===== src/gbcf_pkg.sv =====
// Shared types, constants and codes for the gyro bias calibration filter.
// Used by every module of the block; depends on nothing else.
package gbcf_pkg;

    // Calibration sample count limits.
    localparam int MAX_CAL_SAMPLES = 4000;
    localparam int CAL_DEFAULT     = 512;

    // Field and datapath widths.
    localparam int AXIS_W    = 16;
    localparam int RAW_CNT_W = 16;
    localparam int COUNT_W   = 12;
    localparam int SCALE_W   = 10;
    localparam int DBAND_W   = 15;
    localparam int ACC_W     = 28;
    localparam int COND_W    = 17;
    localparam int STEP_W    = 17;
    localparam int SMOOTH_W  = 18;
    localparam int DIFF_W    = 19;
    localparam int FILT_SHIFT = 2;

    // Shared divider sizing and step counts.
    localparam int DIV_W          = 28;
    localparam int DIVISOR_W      = 12;
    localparam int DIV_CNT_W      = 5;
    localparam int CAL_DIV_STEPS  = 28;
    localparam int COND_DIV_STEPS = 17;

    // Command queue depth, pointer width and fill count width.
    localparam int CMD_DEPTH = 2;
    localparam int CMD_AW    = 1;
    localparam int CMD_CNT_W = 2;

    // Saturation bounds of the filtered rate.
    localparam logic signed [SMOOTH_W-1:0] SAT_HI = 18'sd32767;
    localparam logic signed [SMOOTH_W-1:0] SAT_LO = -18'sd32768;

    // Configuration register indexes.
    localparam int CFG_AW = 2;
    localparam int CFG_DW = 15;
    localparam logic [CFG_AW-1:0] CFG_GYRO_SCALE    = 2'd0;
    localparam logic [CFG_AW-1:0] CFG_GYRO_DEADBAND = 2'd1;
    localparam logic [CFG_AW-1:0] CFG_SWAP_HALVES   = 2'd2;

    // Input opcodes.
    localparam logic OP_SAMPLE = 1'b0;
    localparam logic OP_START  = 1'b1;

    typedef logic signed [AXIS_W-1:0] t_s16;
    typedef t_s16 [2:0] t_triple;

    typedef enum logic {
        K_SAMPLE = 1'b0,
        K_START  = 1'b1
    } t_kind;

    // One classified command between the front and the back.
    typedef struct packed {
        t_kind               kind;
        logic [COUNT_W-1:0]  count;
        t_triple             first;
        t_triple             second;
    } t_cmd;

    // One finished result.
    typedef struct packed {
        t_triple             first;
        t_triple             rate;
        logic [COUNT_W-1:0]  samples_left;
        logic                offset_known;
    } t_result;

    // Conditioning settings seen by the back.
    typedef struct packed {
        logic [SCALE_W-1:0] scale;
        logic [DBAND_W-1:0] deadband;
    } t_cfg;

    // Divider request and response.
    typedef struct packed {
        logic                  start;
        logic [DIV_W-1:0]      dividend;
        logic [DIVISOR_W-1:0]  divisor;
        logic [DIV_CNT_W-1:0]  steps;
    } t_div_req;

    typedef struct packed {
        logic             done;
        logic [DIV_W-1:0] quotient;
    } t_div_rsp;

endpackage


===== src/gbcf_front.sv =====
// Front end: accepts input beats, zeroes invalid triples, applies the swap
// and queues starts and samples with a valid triple. Depends on gbcf_pkg.
module gbcf_front
    import gbcf_pkg::*;
(
    input  logic                 i_push,
    input  logic                 i_full,
    input  logic                 i_opcode,
    input  t_s16                 i_accel_x,
    input  t_s16                 i_accel_y,
    input  t_s16                 i_accel_z,
    input  t_s16                 i_gyro_x,
    input  t_s16                 i_gyro_y,
    input  t_s16                 i_gyro_z,
    input  logic                 i_accel_valid,
    input  logic                 i_gyro_valid,
    input  logic [RAW_CNT_W-1:0] i_calibration_count,
    input  logic                 i_swap,
    output logic                 o_cmd_push,
    output t_cmd                 o_cmd
);

    t_triple            acc;
    t_triple            gyr;
    logic [COUNT_W-1:0] count;
    logic               is_start;

    // Invalid triples read as zeros.
    assign acc = i_accel_valid ? {i_accel_z, i_accel_y, i_accel_x} : '0;
    assign gyr = i_gyro_valid ? {i_gyro_z, i_gyro_y, i_gyro_x} : '0;

    // A zero count means the default, and large counts are clamped.
    always_comb begin
        priority if (i_calibration_count == '0) begin
            count = COUNT_W'(CAL_DEFAULT);
        end else if (i_calibration_count > RAW_CNT_W'(MAX_CAL_SAMPLES)) begin
            count = COUNT_W'(MAX_CAL_SAMPLES);
        end else begin
            count = i_calibration_count[COUNT_W-1:0];
        end
    end

    assign is_start = (i_opcode == OP_START);

    // Samples with neither triple present are taken and dropped.
    assign o_cmd_push = i_push && !i_full && (is_start || i_accel_valid || i_gyro_valid);

    assign o_cmd.kind   = is_start ? K_START : K_SAMPLE;
    assign o_cmd.count  = count;
    assign o_cmd.first  = i_swap ? gyr : acc;
    assign o_cmd.second = i_swap ? acc : gyr;

endmodule


===== src/gbcf_fifo.sv =====
// Short command queue between the front and the back end.
// Depends on gbcf_pkg for the command type and depth.
module gbcf_fifo
    import gbcf_pkg::*;
(
    input  logic i_clk,
    input  logic i_rst_n,
    input  logic i_push,
    input  t_cmd i_cmd,
    input  logic i_pop,
    output t_cmd o_head,
    output logic o_full,
    output logic o_empty
);

    t_cmd                 r_mem [CMD_DEPTH];
    logic [CMD_AW-1:0]    r_wp, n_wp;
    logic [CMD_AW-1:0]    r_rp, n_rp;
    logic [CMD_CNT_W-1:0] r_cnt, n_cnt;

    assign o_full  = (r_cnt == CMD_CNT_W'(CMD_DEPTH));
    assign o_empty = (r_cnt == '0);
    assign o_head  = r_mem[r_rp];

    // Pointer and fill count update.
    always_comb begin
        n_wp  = r_wp;
        n_rp  = r_rp;
        n_cnt = r_cnt;
        if (i_push) begin
            n_wp = (r_wp == CMD_AW'(CMD_DEPTH - 1)) ? '0 : r_wp + 1'b1;
        end
        if (i_pop) begin
            n_rp = (r_rp == CMD_AW'(CMD_DEPTH - 1)) ? '0 : r_rp + 1'b1;
        end
        if (i_push && !i_pop) begin
            n_cnt = r_cnt + 1'b1;
        end else if (i_pop && !i_push) begin
            n_cnt = r_cnt - 1'b1;
        end
    end

    always_ff @(posedge i_clk) begin
        if (!i_rst_n) begin
            r_wp  <= '0;
            r_rp  <= '0;
            r_cnt <= '0;
        end else begin
            r_wp  <= n_wp;
            r_rp  <= n_rp;
            r_cnt <= n_cnt;
        end
    end

    // Entry storage.
    always_ff @(posedge i_clk) begin
        if (i_push) begin
            r_mem[r_wp] <= i_cmd;
        end
    end

endmodule


===== src/gbcf_div.sv =====
// Shared restoring divider, one quotient bit per cycle.
// Depends on gbcf_pkg for the request and response types.
module gbcf_div
    import gbcf_pkg::*;
(
    input  logic     i_clk,
    input  logic     i_rst_n,
    input  t_div_req i_req,
    output t_div_rsp o_rsp
);

    logic                 r_busy, n_busy;
    logic                 r_done, n_done;
    logic [DIV_CNT_W-1:0] r_cnt, n_cnt;
    logic [DIV_W-1:0]     r_num, n_num;
    logic [DIV_W-1:0]     r_quo, n_quo;
    logic [DIVISOR_W-1:0] r_rem, n_rem;
    logic [DIVISOR_W-1:0] r_den, n_den;
    logic [DIVISOR_W:0]   trial;

    assign o_rsp.done     = r_done;
    assign o_rsp.quotient = r_quo;

    // One trial subtraction per cycle, dividend bits taken from the top.
    always_comb begin
        n_busy = r_busy;
        n_done = 1'b0;
        n_cnt  = r_cnt;
        n_num  = r_num;
        n_quo  = r_quo;
        n_rem  = r_rem;
        n_den  = r_den;
        trial  = {r_rem, r_num[DIV_W-1]};
        if (i_req.start) begin
            n_busy = 1'b1;
            n_cnt  = i_req.steps;
            n_num  = i_req.dividend;
            n_quo  = '0;
            n_rem  = '0;
            n_den  = i_req.divisor;
        end else if (r_busy) begin
            if (trial >= {1'b0, r_den}) begin
                n_rem = DIVISOR_W'(trial - {1'b0, r_den});
                n_quo = {r_quo[DIV_W-2:0], 1'b1};
            end else begin
                n_rem = trial[DIVISOR_W-1:0];
                n_quo = {r_quo[DIV_W-2:0], 1'b0};
            end
            n_num = {r_num[DIV_W-2:0], 1'b0};
            n_cnt = r_cnt - 1'b1;
            if (r_cnt == DIV_CNT_W'(1)) begin
                n_busy = 1'b0;
                n_done = 1'b1;
            end
        end
    end

    always_ff @(posedge i_clk) begin
        if (!i_rst_n) begin
            r_busy <= 1'b0;
            r_done <= 1'b0;
            r_cnt  <= '0;
        end else begin
            r_busy <= n_busy;
            r_done <= n_done;
            r_cnt  <= n_cnt;
        end
    end

    always_ff @(posedge i_clk) begin
        r_num <= n_num;
        r_quo <= n_quo;
        r_rem <= n_rem;
        r_den <= n_den;
    end

endmodule


===== src/gbcf_back.sv =====
// Back end: sequencer that runs calibration, bias removal, deadband,
// scaling and the IIR filter one axis at a time. Depends on gbcf_pkg.
module gbcf_back
    import gbcf_pkg::*;
(
    input  logic     i_clk,
    input  logic     i_rst_n,
    input  t_cfg     i_cfg,
    input  t_cmd     i_cmd,
    input  logic     i_cmd_empty,
    output logic     o_cmd_pop,
    output logic     o_res_valid,
    input  logic     i_res_ready,
    output t_result  o_res,
    output t_div_req o_div_req,
    input  t_div_rsp i_div_rsp
);

    typedef enum logic [8:0] {
        S_IDLE       = 9'b000000001,
        S_CAL_ISSUE  = 9'b000000010,
        S_CAL_WAIT   = 9'b000000100,
        S_COND_SUB   = 9'b000001000,
        S_COND_ISSUE = 9'b000010000,
        S_COND_WAIT  = 9'b000100000,
        S_FILT_A     = 9'b001000000,
        S_FILT_B     = 9'b010000000,
        S_EMIT       = 9'b100000000
    } t_back_state;

    t_back_state               r_state, n_state;
    logic [1:0]                r_axis, n_axis;
    t_triple                   r_first, n_first;
    t_triple                   r_second, n_second;
    t_triple                   r_rate, n_rate;
    logic [COUNT_W-1:0]        r_goal, n_goal;
    logic [COUNT_W-1:0]        r_left, n_left;
    logic signed [ACC_W-1:0]   r_accum [3];
    logic signed [ACC_W-1:0]   n_accum [3];
    logic signed [AXIS_W-1:0]  r_offset [3];
    logic signed [AXIS_W-1:0]  n_offset [3];
    logic                      r_ok, n_ok;
    logic signed [SMOOTH_W-1:0] r_smooth [3];
    logic signed [SMOOTH_W-1:0] n_smooth [3];
    logic signed [COND_W-1:0]  r_v, n_v;
    logic                      r_neg, n_neg;
    logic signed [SMOOTH_W-1:0] r_shaped, n_shaped;
    logic signed [STEP_W-1:0]  r_step, n_step;

    logic signed [ACC_W-1:0]    cal_acc;
    logic [DIV_W-1:0]           cal_mag;
    logic [DIVISOR_W-1:0]       goal_eff;
    logic signed [COND_W-1:0]   cond_off;
    logic [COND_W-1:0]          cond_mag;
    logic [COND_W-1:0]          cond_num;
    logic [SCALE_W-1:0]         scale_eff;
    logic [SMOOTH_W-1:0]        shaped_mag;
    logic signed [DIFF_W-1:0]   diff;
    logic signed [DIFF_W-1:0]   biased;
    logic signed [SMOOTH_W-1:0] fsum;
    logic                       cond_active;

    assign o_res_valid       = (r_state == S_EMIT);
    assign o_res.first        = r_first;
    assign o_res.rate         = r_rate;
    assign o_res.samples_left = r_left;
    assign o_res.offset_known = r_ok;

    // Conditioning runs once a bias is known or when shaping is not identity.
    assign cond_active = r_ok || (i_cfg.deadband != '0) || (i_cfg.scale != SCALE_W'(1));
    assign scale_eff   = (i_cfg.scale == '0) ? SCALE_W'(1) : i_cfg.scale;
    assign goal_eff    = (r_goal == '0) ? DIVISOR_W'(1) : r_goal;

    // Sequencer and datapath next-state logic.
    always_comb begin
        n_state  = r_state;
        n_axis   = r_axis;
        n_first  = r_first;
        n_second = r_second;
        n_rate   = r_rate;
        n_goal   = r_goal;
        n_left   = r_left;
        n_accum  = r_accum;
        n_offset = r_offset;
        n_ok     = r_ok;
        n_smooth = r_smooth;
        n_v      = r_v;
        n_neg    = r_neg;
        n_shaped = r_shaped;
        n_step   = r_step;
        o_cmd_pop = 1'b0;
        o_div_req = '0;

        cal_acc    = r_accum[r_axis];
        cal_mag    = cal_acc[ACC_W-1] ? $unsigned(-cal_acc) : $unsigned(cal_acc);
        cond_off   = r_ok ? COND_W'(r_offset[r_axis]) : '0;
        cond_mag   = r_v[COND_W-1] ? $unsigned(-r_v) : $unsigned(r_v);
        cond_num   = cond_mag + COND_W'(scale_eff >> 1);
        shaped_mag = {1'b0, i_div_rsp.quotient[COND_W-1:0]};
        diff       = DIFF_W'(r_shaped) - DIFF_W'(r_smooth[r_axis]);
        biased     = diff + (diff[DIFF_W-1] ? DIFF_W'((1 << FILT_SHIFT) - 1) : '0);
        fsum       = r_smooth[r_axis] + SMOOTH_W'(r_step);

        unique case (r_state)
            S_IDLE: begin
                if (!i_cmd_empty) begin
                    o_cmd_pop = 1'b1;
                    if (i_cmd.kind == K_START) begin
                        // Restart calibration from a clean slate.
                        n_goal = i_cmd.count;
                        n_left = i_cmd.count;
                        n_ok   = 1'b0;
                        for (int i = 0; i < 3; i++) begin
                            n_accum[i]  = '0;
                            n_smooth[i] = '0;
                        end
                    end else begin
                        n_first  = i_cmd.first;
                        n_second = i_cmd.second;
                        n_axis   = '0;
                        if (r_left != '0) begin
                            // Collect one calibration sample; rates read zero.
                            for (int i = 0; i < 3; i++) begin
                                n_accum[i] = r_accum[i] + ACC_W'($signed(i_cmd.second[i]));
                            end
                            n_rate  = '0;
                            n_left  = r_left - 1'b1;
                            n_state = (r_left == COUNT_W'(1)) ? S_CAL_ISSUE : S_EMIT;
                        end else if (cond_active) begin
                            n_state = S_COND_SUB;
                        end else begin
                            n_rate  = i_cmd.second;
                            n_state = S_EMIT;
                        end
                    end
                end
            end
            S_CAL_ISSUE: begin
                // Bias is the sum over the goal, truncated toward zero.
                o_div_req.start    = 1'b1;
                o_div_req.dividend = cal_mag;
                o_div_req.divisor  = goal_eff;
                o_div_req.steps    = DIV_CNT_W'(CAL_DIV_STEPS);
                n_neg   = cal_acc[ACC_W-1];
                n_state = S_CAL_WAIT;
            end
            S_CAL_WAIT: begin
                if (i_div_rsp.done) begin
                    n_offset[r_axis] = r_neg ? -$signed(i_div_rsp.quotient[AXIS_W-1:0])
                                             : $signed(i_div_rsp.quotient[AXIS_W-1:0]);
                    if (r_axis == 2'd2) begin
                        n_ok = 1'b1;
                        for (int i = 0; i < 3; i++) begin
                            n_smooth[i] = '0;
                        end
                        n_state = S_EMIT;
                    end else begin
                        n_axis  = r_axis + 1'b1;
                        n_state = S_CAL_ISSUE;
                    end
                end
            end
            S_COND_SUB: begin
                // Remove the bias once one is known.
                n_v     = COND_W'($signed(r_second[r_axis])) - cond_off;
                n_state = S_COND_ISSUE;
            end
            S_COND_ISSUE: begin
                if ((i_cfg.deadband != '0) && (cond_mag < COND_W'(i_cfg.deadband))) begin
                    n_shaped = '0;
                    n_state  = S_FILT_A;
                end else begin
                    // Round half away from zero by dividing the biased magnitude.
                    o_div_req.start    = 1'b1;
                    o_div_req.dividend = {cond_num, {(DIV_W - COND_W){1'b0}}};
                    o_div_req.divisor  = DIVISOR_W'(scale_eff);
                    o_div_req.steps    = DIV_CNT_W'(COND_DIV_STEPS);
                    n_neg   = r_v[COND_W-1];
                    n_state = S_COND_WAIT;
                end
            end
            S_COND_WAIT: begin
                if (i_div_rsp.done) begin
                    n_shaped = r_neg ? -$signed(shaped_mag) : $signed(shaped_mag);
                    n_state  = S_FILT_A;
                end
            end
            S_FILT_A: begin
                // Quarter of the difference, truncated toward zero.
                n_step  = biased[DIFF_W-1:FILT_SHIFT];
                n_state = S_FILT_B;
            end
            S_FILT_B: begin
                n_smooth[r_axis] = fsum;
                priority if (fsum > SAT_HI) begin
                    n_rate[r_axis] = SAT_HI[AXIS_W-1:0];
                end else if (fsum < SAT_LO) begin
                    n_rate[r_axis] = SAT_LO[AXIS_W-1:0];
                end else begin
                    n_rate[r_axis] = fsum[AXIS_W-1:0];
                end
                if (r_axis == 2'd2) begin
                    n_state = S_EMIT;
                end else begin
                    n_axis  = r_axis + 1'b1;
                    n_state = S_COND_SUB;
                end
            end
            S_EMIT: begin
                if (i_res_ready) begin
                    n_state = S_IDLE;
                end
            end
            default: begin
                n_state = S_IDLE;
            end
        endcase
    end

    // Sequencer and calibration state.
    always_ff @(posedge i_clk) begin
        if (!i_rst_n) begin
            r_state <= S_IDLE;
            r_axis  <= '0;
            r_goal  <= '0;
            r_left  <= '0;
            r_ok    <= 1'b0;
            for (int i = 0; i < 3; i++) begin
                r_accum[i]  <= '0;
                r_offset[i] <= '0;
                r_smooth[i] <= '0;
            end
        end else begin
            r_state  <= n_state;
            r_axis   <= n_axis;
            r_goal   <= n_goal;
            r_left   <= n_left;
            r_ok     <= n_ok;
            r_accum  <= n_accum;
            r_offset <= n_offset;
            r_smooth <= n_smooth;
        end
    end

    // Working payload of the current item.
    always_ff @(posedge i_clk) begin
        r_first  <= n_first;
        r_second <= n_second;
        r_rate   <= n_rate;
        r_v      <= n_v;
        r_neg    <= n_neg;
        r_shaped <= n_shaped;
        r_step   <= n_step;
    end

endmodule


===== src/gyro_bias_calibrate_filter.sv =====
// Top level of the gyro bias calibration filter: configuration registers,
// front end, command queue, back end, shared divider and result register.
// Depends on gbcf_pkg, gbcf_front, gbcf_fifo, gbcf_div and gbcf_back.
//
// Usage. Input beats are pushed with push while full is low: a motion
// sample or a start-calibration command. Commands and samples with no valid
// triple give no result. Results come out through a one-entry register:
// while empty is low the oldest result is on the o_ ports and pop takes it.
// Configuration is written through i_cfg_we, i_cfg_addr and i_cfg_wdata
// while the block is idle (0 gyro scale, 1 gyro deadband, 2 swap halves).
// A pass-through or calibration sample passes from the queue straight to the
// result register; a conditioned sample takes three 17-step passes of the
// shared serial divider plus subtract, issue, hand-off and filter work per
// axis (an axis that the deadband zeroes needs no division). The sample that
// completes calibration runs three 28-step divisions. The back end works on
// one item at a time; a two-entry queue lets the front take beats meanwhile.
// When pop is held low the result waits and the back end stalls with it,
// then the queue fills and full rises.
// Reset is synchronous, active low, and clears control, calibration and config.
module gyro_bias_calibrate_filter
    import gbcf_pkg::*;
(
    input  logic                 i_clk,
    input  logic                 i_rst_n,
    input  logic                 push,
    output logic                 full,
    input  logic                 i_opcode,
    input  t_s16                 i_accel_x,
    input  t_s16                 i_accel_y,
    input  t_s16                 i_accel_z,
    input  t_s16                 i_gyro_x,
    input  t_s16                 i_gyro_y,
    input  t_s16                 i_gyro_z,
    input  logic                 i_accel_valid,
    input  logic                 i_gyro_valid,
    input  logic [RAW_CNT_W-1:0] i_calibration_count,
    output logic                 empty,
    input  logic                 pop,
    output t_s16                 o_first_x,
    output t_s16                 o_first_y,
    output t_s16                 o_first_z,
    output t_s16                 o_rate_x_out,
    output t_s16                 o_rate_y_out,
    output t_s16                 o_rate_z_out,
    output logic [COUNT_W-1:0]   o_samples_left,
    output logic                 o_offset_known,
    input  logic                 i_cfg_we,
    input  logic [CFG_AW-1:0]    i_cfg_addr,
    input  logic [CFG_DW-1:0]    i_cfg_wdata
);

    logic [SCALE_W-1:0] r_scale;
    logic [DBAND_W-1:0] r_deadband;
    logic               r_swap;
    logic               r_out_valid;
    t_result            r_out;

    t_cfg     cfg;
    t_cmd     cmd_in;
    t_cmd     cmd_head;
    logic     cmd_push;
    logic     cmd_pop;
    logic     cmd_full;
    logic     cmd_empty;
    logic     res_valid;
    logic     res_ready;
    t_result  res;
    t_div_req div_req;
    t_div_rsp div_rsp;

    // Configuration registers.
    always_ff @(posedge i_clk) begin
        if (!i_rst_n) begin
            r_scale    <= SCALE_W'(1);
            r_deadband <= '0;
            r_swap     <= 1'b0;
        end else if (i_cfg_we) begin
            unique case (i_cfg_addr)
                CFG_GYRO_SCALE:    r_scale    <= i_cfg_wdata[SCALE_W-1:0];
                CFG_GYRO_DEADBAND: r_deadband <= i_cfg_wdata[DBAND_W-1:0];
                CFG_SWAP_HALVES:   r_swap     <= i_cfg_wdata[0];
                default: begin
                end
            endcase
        end
    end

    assign cfg.scale    = r_scale;
    assign cfg.deadband = r_deadband;
    assign full         = cmd_full;

    gbcf_front u_front (
        .i_push              (push),
        .i_full              (cmd_full),
        .i_opcode            (i_opcode),
        .i_accel_x           (i_accel_x),
        .i_accel_y           (i_accel_y),
        .i_accel_z           (i_accel_z),
        .i_gyro_x            (i_gyro_x),
        .i_gyro_y            (i_gyro_y),
        .i_gyro_z            (i_gyro_z),
        .i_accel_valid       (i_accel_valid),
        .i_gyro_valid        (i_gyro_valid),
        .i_calibration_count (i_calibration_count),
        .i_swap              (r_swap),
        .o_cmd_push          (cmd_push),
        .o_cmd               (cmd_in)
    );

    gbcf_fifo u_fifo (
        .i_clk   (i_clk),
        .i_rst_n (i_rst_n),
        .i_push  (cmd_push),
        .i_cmd   (cmd_in),
        .i_pop   (cmd_pop),
        .o_head  (cmd_head),
        .o_full  (cmd_full),
        .o_empty (cmd_empty)
    );

    gbcf_div u_div (
        .i_clk   (i_clk),
        .i_rst_n (i_rst_n),
        .i_req   (div_req),
        .o_rsp   (div_rsp)
    );

    gbcf_back u_back (
        .i_clk       (i_clk),
        .i_rst_n     (i_rst_n),
        .i_cfg       (cfg),
        .i_cmd       (cmd_head),
        .i_cmd_empty (cmd_empty),
        .o_cmd_pop   (cmd_pop),
        .o_res_valid (res_valid),
        .i_res_ready (res_ready),
        .o_res       (res),
        .o_div_req   (div_req),
        .i_div_rsp   (div_rsp)
    );

    // Result register: refilled in the same cycle as it is popped.
    assign res_ready = !r_out_valid || pop;

    always_ff @(posedge i_clk) begin
        if (!i_rst_n) begin
            r_out_valid <= 1'b0;
        end else if (res_valid && res_ready) begin
            r_out_valid <= 1'b1;
        end else if (pop) begin
            r_out_valid <= 1'b0;
        end
    end

    always_ff @(posedge i_clk) begin
        if (res_valid && res_ready) begin
            r_out <= res;
        end
    end

    assign empty          = !r_out_valid;
    assign o_first_x      = r_out.first[0];
    assign o_first_y      = r_out.first[1];
    assign o_first_z      = r_out.first[2];
    assign o_rate_x_out   = r_out.rate[0];
    assign o_rate_y_out   = r_out.rate[1];
    assign o_rate_z_out   = r_out.rate[2];
    assign o_samples_left = r_out.samples_left;
    assign o_offset_known = r_out.offset_known;

    // The front never writes into a full queue.
    a_no_queue_overflow: assert property (@(posedge i_clk) disable iff (!i_rst_n)
        cmd_push |-> !cmd_full)
        else $error("command queue written while full");

    // A result offered by the back end stays offered until taken.
    a_result_held: assert property (@(posedge i_clk) disable iff (!i_rst_n)
        (res_valid && !res_ready) |=> res_valid)
        else $error("back end dropped a waiting result");

    // The remaining calibration count never exceeds the clamp.
    a_left_in_range: assert property (@(posedge i_clk) disable iff (!i_rst_n)
        !empty |-> (o_samples_left <= COUNT_W'(MAX_CAL_SAMPLES)))
        else $error("samples left beyond the calibration limit");

    // While calibration still collects samples the rates read zero.
    a_cal_rates_zero: assert property (@(posedge i_clk) disable iff (!i_rst_n)
        (!empty && (o_samples_left != '0)) |->
        (o_rate_x_out == '0) && (o_rate_y_out == '0) && (o_rate_z_out == '0))
        else $error("nonzero rate during calibration");

endmodule

===== config.mk =====
export PLATFORM = sky130hd
export DESIGN_NAME = gyro_bias_calibrate_filter
export DESIGN_NICKNAME = d
export VERILOG_FILES = /design/src/gbcf_pkg.sv /design/src/gbcf_front.sv /design/src/gbcf_fifo.sv /design/src/gbcf_div.sv /design/src/gbcf_back.sv /design/src/gyro_bias_calibrate_filter.sv
export SDC_FILE = /design/constraint.sdc
export NUM_CORES = 2
export LEC_CHECK = 0
export CAP_MARGIN = 10
export CELL_PAD_IN_SITES_DETAIL_PLACEMENT = 0
export CELL_PAD_IN_SITES_GLOBAL_PLACEMENT = 1
export CORE_MARGIN = 3
export CORE_UTILIZATION = 55
export DETAILED_ROUTE_END_ITERATION = 12
export DONT_BUFFER_PORTS = 1
export HOLD_SLACK_MARGIN = 0.1
export PLACE_DENSITY_LB_ADDON = 0.2
export SLEW_MARGIN = 20
export SYNTH_ARGS = -nofsm -noshare
export SYNTH_HDL_FRONTEND = slang
export SYNTH_SLANG_ARGS = --single-unit

===== constraint.sdc =====
create_clock -name i_clk -period 17.2 [get_ports i_clk]
set_input_delay 0.86 -clock i_clk [delete_from_list [all_inputs] [get_ports i_clk]]
set_output_delay 0.86 -clock i_clk [all_outputs]
set_load 0.03 [all_outputs]

# Yosys cells after proc, flatten, opt, wreduce, memory -nomap -nowiden
# Memory sizes are Yosys's and may differ from the RTL's. A register that Yosys moved wholly into a read port is not among the register bits.
# Index checks and enable logic that the tools add are counted.
# word_totals
mem_bits_rw	218
out_inout_bits	111
word_cells	266
register_bits	635
mem_count	1
inputBits	137
# mem_list
name	depth	width	rd	rd_clocked_by_memory_dff	write_ports	line	rtl
u_fifo.r_mem	2	109	1	1	1	gbcf_fifo.sv:16	t_cmd r_mem [CMD_DEPTH];
# classes
n_mux	102
eq_ne	26
order_cmp	9
add_sub_neg	20
n_bitwise	11
reduce_logical	48
# op_table
op	n
$mux W48	10
$mux W54	4
$mux W84	2
$pmux W54 S3	1
$mux W28	5
$mux W18	6
$bwmux W48	2
$mux W16	6
$pmux W48 S2	1
$pmux W46 S2	1
$mux W9	10
$add A28 B16 Y28	3
$pmux W9 S9	1
$mux W12	6
$bmux W16 S2	2
$demux W16 S2	2
$bmux W28 S2	1
$bwmux W54	1
$mux W46	1
$and A45 B45 Y45	1
$not A45 Y45	1
$or A45 B45 Y45	1
$bmux W18 S2	1
$demux W18 S2	1
other kinds (71)	146

# Logic depth before layout (Yosys ltp)
# logic_depth
depth_word	9
ltp_mapped	23
mapped_depth_nobuf	18

# Cells and area by module
# A second synthesis with hierarchy kept.
# hier_totals
cells_unflattened	4185
hier_area_um2	44016.0
# by_module_without_submodules
module	instances	seq_area_each_um2	area_per_inst_um2	cells_each
gbcf_back	1	10359.9	25911.1	2894
gbcf_fifo	1	6646.4	8106.5	361
gyro_bias_calibrate_filter	1	3813.7	4332.9	220
gbcf_div	1	2142.1	3961.3	352
gbcf_front	1	0.0	1704.1	358

# Worst setup path before layout
# OpenSTA, ideal clock, no wires.
# synth_timing
path_type	input to register
start	in i_accel_valid
end	mem u_fifo.r_mem[0][0] (netlist name) (enable)
n_path_buf	1
t_required_ns	16.609
path_slack_ns	10.250
setup_ns	0.591
cell_stages	4
t_arrival_ns	6.358
path_cell_list	clkbuf_1 -> nor3_1 -> nor3b_1 -> nor2b_1
# synth_via
elab_chain_cells	5
# synth_rtl
item	line	rtl
start, declared	gyro_bias_calibrate_filter.sv:34	input logic i_accel_valid,
$logic_or A1 B1 Y1 (2 in series)	gbcf_front.sv:46	assign o_cmd_push = i_push && !i_full && (is_start || i_accel_valid || i_gyro_valid);
$logic_and A1 B1 Y1	gbcf_front.sv:46	
net cmd_push	gyro_bias_calibrate_filter.sv:61	logic cmd_push;
$mux W1	gbcf_fifo.sv:57	if (i_push) begin
$mux W1 (implied by the code)	gbcf_fifo.sv:58	r_mem[r_wp] <= i_cmd;
end, declared	gbcf_fifo.sv:16	
# The timed path passes the listed nets, and every way through them passes these cells.

# Worst setup path in the final report
# layout_timing
start	reg u_back.r_v[6]
end	reg u_div.r_num[20] (enable)
# layout_via
elab_chain_cells	7
# layout_rtl
item	line	rtl
start, declared	gbcf_back.sv:45	logic signed [COND_W-1:0] r_v, n_v;
start signal, assigned	gbcf_back.sv:250	r_v <= n_v;
$neg A17 Y17	gbcf_back.sv:97	cond_mag = r_v[COND_W-1] ? $unsigned(-r_v) : $unsigned(r_v);
$mux W17 *	gbcf_back.sv:97	
$lt A17 B15 Y1 *	gbcf_back.sv:169	if ((i_cfg.deadband != '0) && (cond_mag < COND_W'(i_cfg.deadband))) begin
$logic_and A1 B1 Y1 *	gbcf_back.sv:169	
$mux W46 *	gbcf_back.sv:169	
$pmux W46 S2 *	gbcf_back.sv:104	unique case (r_state)
$reduce_bool A2 Y1 (no source line) *	-	
end signal, assigned	gbcf_div.sv:71	r_num <= n_num;
end, declared	gbcf_div.sv:15	logic [DIV_W-1:0] r_num, n_num;
# Every way passes the cells marked *; elsewhere a longest branch is shown, timed or not.
# A chain may end at the register's enable or synchronous reset.

==> impl_results.md <==
* Status: finished, final reports clean
* Die area at 0.0818 mm²
* Routed length per instance at 23.3 µm
* Total Routing Usage GR at 28.2%
* Max Fclk at 179 MHz
* Max-cap viol count at 0
* Initial antenna violation count at 3
* Ratio of cells with drive above 1 in the final layout at 8.76%
* Post-CTS Hold Buffers at 0
* DRC Markers at 0
* Clock sink count at 854
* Post-route ant nets at 0
* Net count, final at 4245
* FF-to-FF End: u_div.r_num[20]
* Syn Nets at 4351
* CTS H-tree lvls at 3
* Most frequent cells in the layout: edfxtp_1, nand2_1, nor2_1
* Fraction of the cycle the final worst path needs at 32.5%
* Worst-Skew Late Latency at 0.68 ns
* Final Skew at 0.0504 ns
* Reg2reg start: u_back.r_v[6]
* Area delta synth->final at 8.70%
* LEAKAGE at 17.1 nW
* Measured slew at the worst slew-check pin at 1.11 ns
* Hold Vio Cnt, Final at 0
* Congestion Overflow GR at 0
* Diode count at 0
* Postcts setup bufs at 0
* Critical Path RT at 17.49 ns
* Part of the Yosys area used for sequential elements at 52.8%
* CTS tree: yes
* Vias/cell at 6.14
* Register bit total from synthesis at 854
* CORE AREA at 0.0776 mm²
* CP Max Fanout at 41
* Resized cells post-CTS at 0
* Flop2flop setup slack at 11.61 ns
* Slew margin rel. at 25.8%
* Final Max Tran Viols at 0
* Asr flop ratio synth at 0%
* Chip height at 286 µm
* Worst hold slack at 0.281 ns
* Initial detailed-routing violation count at 2978
* CTS Buffer Depth at 3
* Syn avg cell area at 10.7 µm²
* Crit path DAT at 5.88 ns
* Layout fillers at 6568
* Commonest non-fill, non-tap cell in the layout: edfxtp_1
* Yosys Warn Count at 0
* Area after DPL at 0.0438 mm²
* Post-Syn Area at 0.0431 mm²
* Hold Crit Depth at 1
* Vias at 30900
* Hold Crit Start: i_rst_n
* Placed wire-length estimate at 80500 µm
* Largest net degree at the start of global routing at 105
* Routability cong. at 0.909
* EDFF count, synth at 564
* TritonRoute pass-1 iters at 6
* Crit path kind: flop to flop
* Crit path launch type: flop
* Hold Path End: r_scale[0]
* Number of global-route vias before repair at 29200
* Core Rows at 102
* Width of the die at 286 µm
* Mapped Cells at 4027
* Type of the worst min-delay path: primary input to flop
* Clock slew seen by the registers of the worst setup and hold paths at 0.06 ns
* Fin Setup TNS at 0 ns
* IO Count at 248
* Num CTS Buffers at 89
* Ys flop type: edfxtp_1
* Routed wire length at 118000 µm
* Final non-filler cell area at 0.0469 mm²
* Cell area power density at 150 mW/mm²
* Final min period at 5.59 ns
* RSZ-0062 raised after global routing: false
* Worst r2r path cells at 15
* Initial core utilization at 55.6%
* Final setup violating endpoints at 0
* CTS root buf: clkbuf_16
* CP Capture Type: flop
* Buffers on Ports at 0
* Post-synth cell types at 98
* First-pass GRT wire length at 178000 µm
* Peak VDD IR at 0.000119 V
-- logic make-up (layout without fill, tap and decap cells) --
family	after synthesis	after routing	share of synthesized area, %
compound gates	1049	1049	16.5
xor+xnor	195	195	4.01
fa+ha+maj	187	187	5.57
buf+inv	357	326	3.29
flops	854	854	52.8
mux	218	218	5.33
simple gates	1167	1167	12.5
-- state kept, by name, summed over array words and instances (netlist names), 12 cells and up, named ones only --
| register | cells |
|---|---|
| o_rate_y_out | 16 |
| u_div.r_den | 12 |
| o_rate_x_out | 16 |
| u_back.r_v | 17 |
| o_first_x | 16 |
| u_back.r_goal | 12 |
| u_div.r_num | 28 |
| u_back.o_res | 96 |
| u_back.r_smooth | 54 |
| u_back.r_offset | 48 |
| o_first_y | 16 |
| o_first_z | 16 |
| u_back.r_shaped | 18 |
| u_fifo.r_mem | 218 |
| r_deadband | 15 |
| u_div.r_quo | 17 |
| u_back.r_left | 12 |
| o_rate_z_out | 16 |
| u_back.r_step | 17 |
| o_samples_left | 12 |
| u_back.r_accum | 84 |
| u_div.r_rem | 12 |
| u_back.r_second | 48 |
-- cell usage after synthesis (7+ instances only) --
cell type / instances / area (µm²)
ha_1: 179 / 2240
nor2_1: 358 / 1340
nor2b_1: 30 / 188
o22a_1: 13 / 114
nor3_1: 42 / 210
nand3_1: 133 / 666
and3_1: 25 / 156
o31a_1: 9 / 78.8
a22o_1: 15 / 131
buf_2: 29 / 145
inv_1: 113 / 424
nor4_1: 27 / 169
o21a_1: 22 / 165
o21ai_0: 277 / 1390
nand2_1: 376 / 1410
a211oi_1: 75 / 563
a221o_1: 62 / 621
a211oi_2: 8 / 100
nand4_1: 16 / 100
and2_1: 32 / 200
nand3b_1: 9 / 67.6
or4_1: 10 / 75.1
mux2_2: 94 / 1060
o22ai_1: 18 / 113
a21oi_1: 204 / 1020
nand2b_1: 41 / 257
fa_1: 8 / 160
o21bai_1: 13 / 97.6
o21ai_1: 17 / 85.1
a32o_1: 47 / 470
mux2i_1: 124 / 1240
o211ai_1: 7 / 52.6
or2_2: 10 / 62.6
buf_1: 26 / 97.6
a22oi_1: 87 / 653
a31oi_1: 16 / 100
edfxtp_1: 564 / 16900
a21o_1: 66 / 495
or3_1: 17 / 106
clkbuf_1: 180 / 676
a21boi_0: 10 / 75.1
xor2_1: 87 / 762
o31ai_1: 18 / 135
dfxtp_1: 290 / 5810
xnor2_1: 106 / 928
-- metal layers --
| metal | vias up | GRT usage (%) | wire length (µm) |
|---|---|---|---|
| li1 | 14700 | - | - |
| met1 | 15000 | 39.1 | 51400 |
| met2 | 994 | 45.2 | 54300 |
| met3 | 187 | 5.16 | 8050 |
| met4 | 4 | 8.79 | 3750 |
| met5 | - | 0 | 22 |
-- critical path: stages (launching register included) --
cell and delay [ns]:
edfxtp_1 0.41, or4_4 0.56, or3_1 0.44, or3_4 0.41
o21a_1 0.19, xnor2_1 0.34, inv_1 0.10, ha_1 0.31
a21oi_1 0.16, nand4_1 0.12, a41oi_2 0.24, nor2_2 0.06
buf_4 0.27, nor2_4 0.50, inv_2 0.42, or2_2 0.67
-- power breakdown --
group	switching, mW	internal (mW)	leakage [nW]
registers	0.231	2.65	7.59
logic	1.42	0.763	8.02
clock network	0.842	1.12	1.46
-- through the flow --
step	power, mW	cells	setup slack [ns]	util, %
after global placement	5.05	4870	11.67	56.5
after detailed placement	5.07	4870	11.62	56.5
after CTS	7.03	5036	11.60	60.4
after global routing	7.36	5036	11.25	60.4
after floorplan	4.39	4027	10.25	-
final	7.03	5036	11.61	60.4
-- layout make-up --
cell class,count,area (µm²),share of cell area [%]
well taps,1040,1300,2.78
inverters,116,440,0.940
flip-flops and latches,854,22800,48.6
clock inverters,41,500,1.07
repair buffers,44,330,0.705
multi-input cells,2816,19000,40.6
clock buffers,125,2520,5.37
-- worst max-delay path by stage --
stage | startpoint | end | slack (ns) | cells past startpoint
floorplan | i_accel_valid | u_fifo.r_mem[0][0] | 10.25 | 4
global placement | u_back.r_v[5] | u_div.r_num[3] | 11.67 | 16
detailed placement | u_back.r_v[6] | u_div.r_num[3] | 11.62 | 15
CTS | u_back.r_v[6] | u_div.r_num[20] | 11.60 | 15
global route | u_back.r_axis[0] | u_back.r_step[14] | 11.25 | 18
finish | u_back.r_v[6] | u_div.r_num[20] | 11.61 | 15
Power figures use the tool's default switching activity.
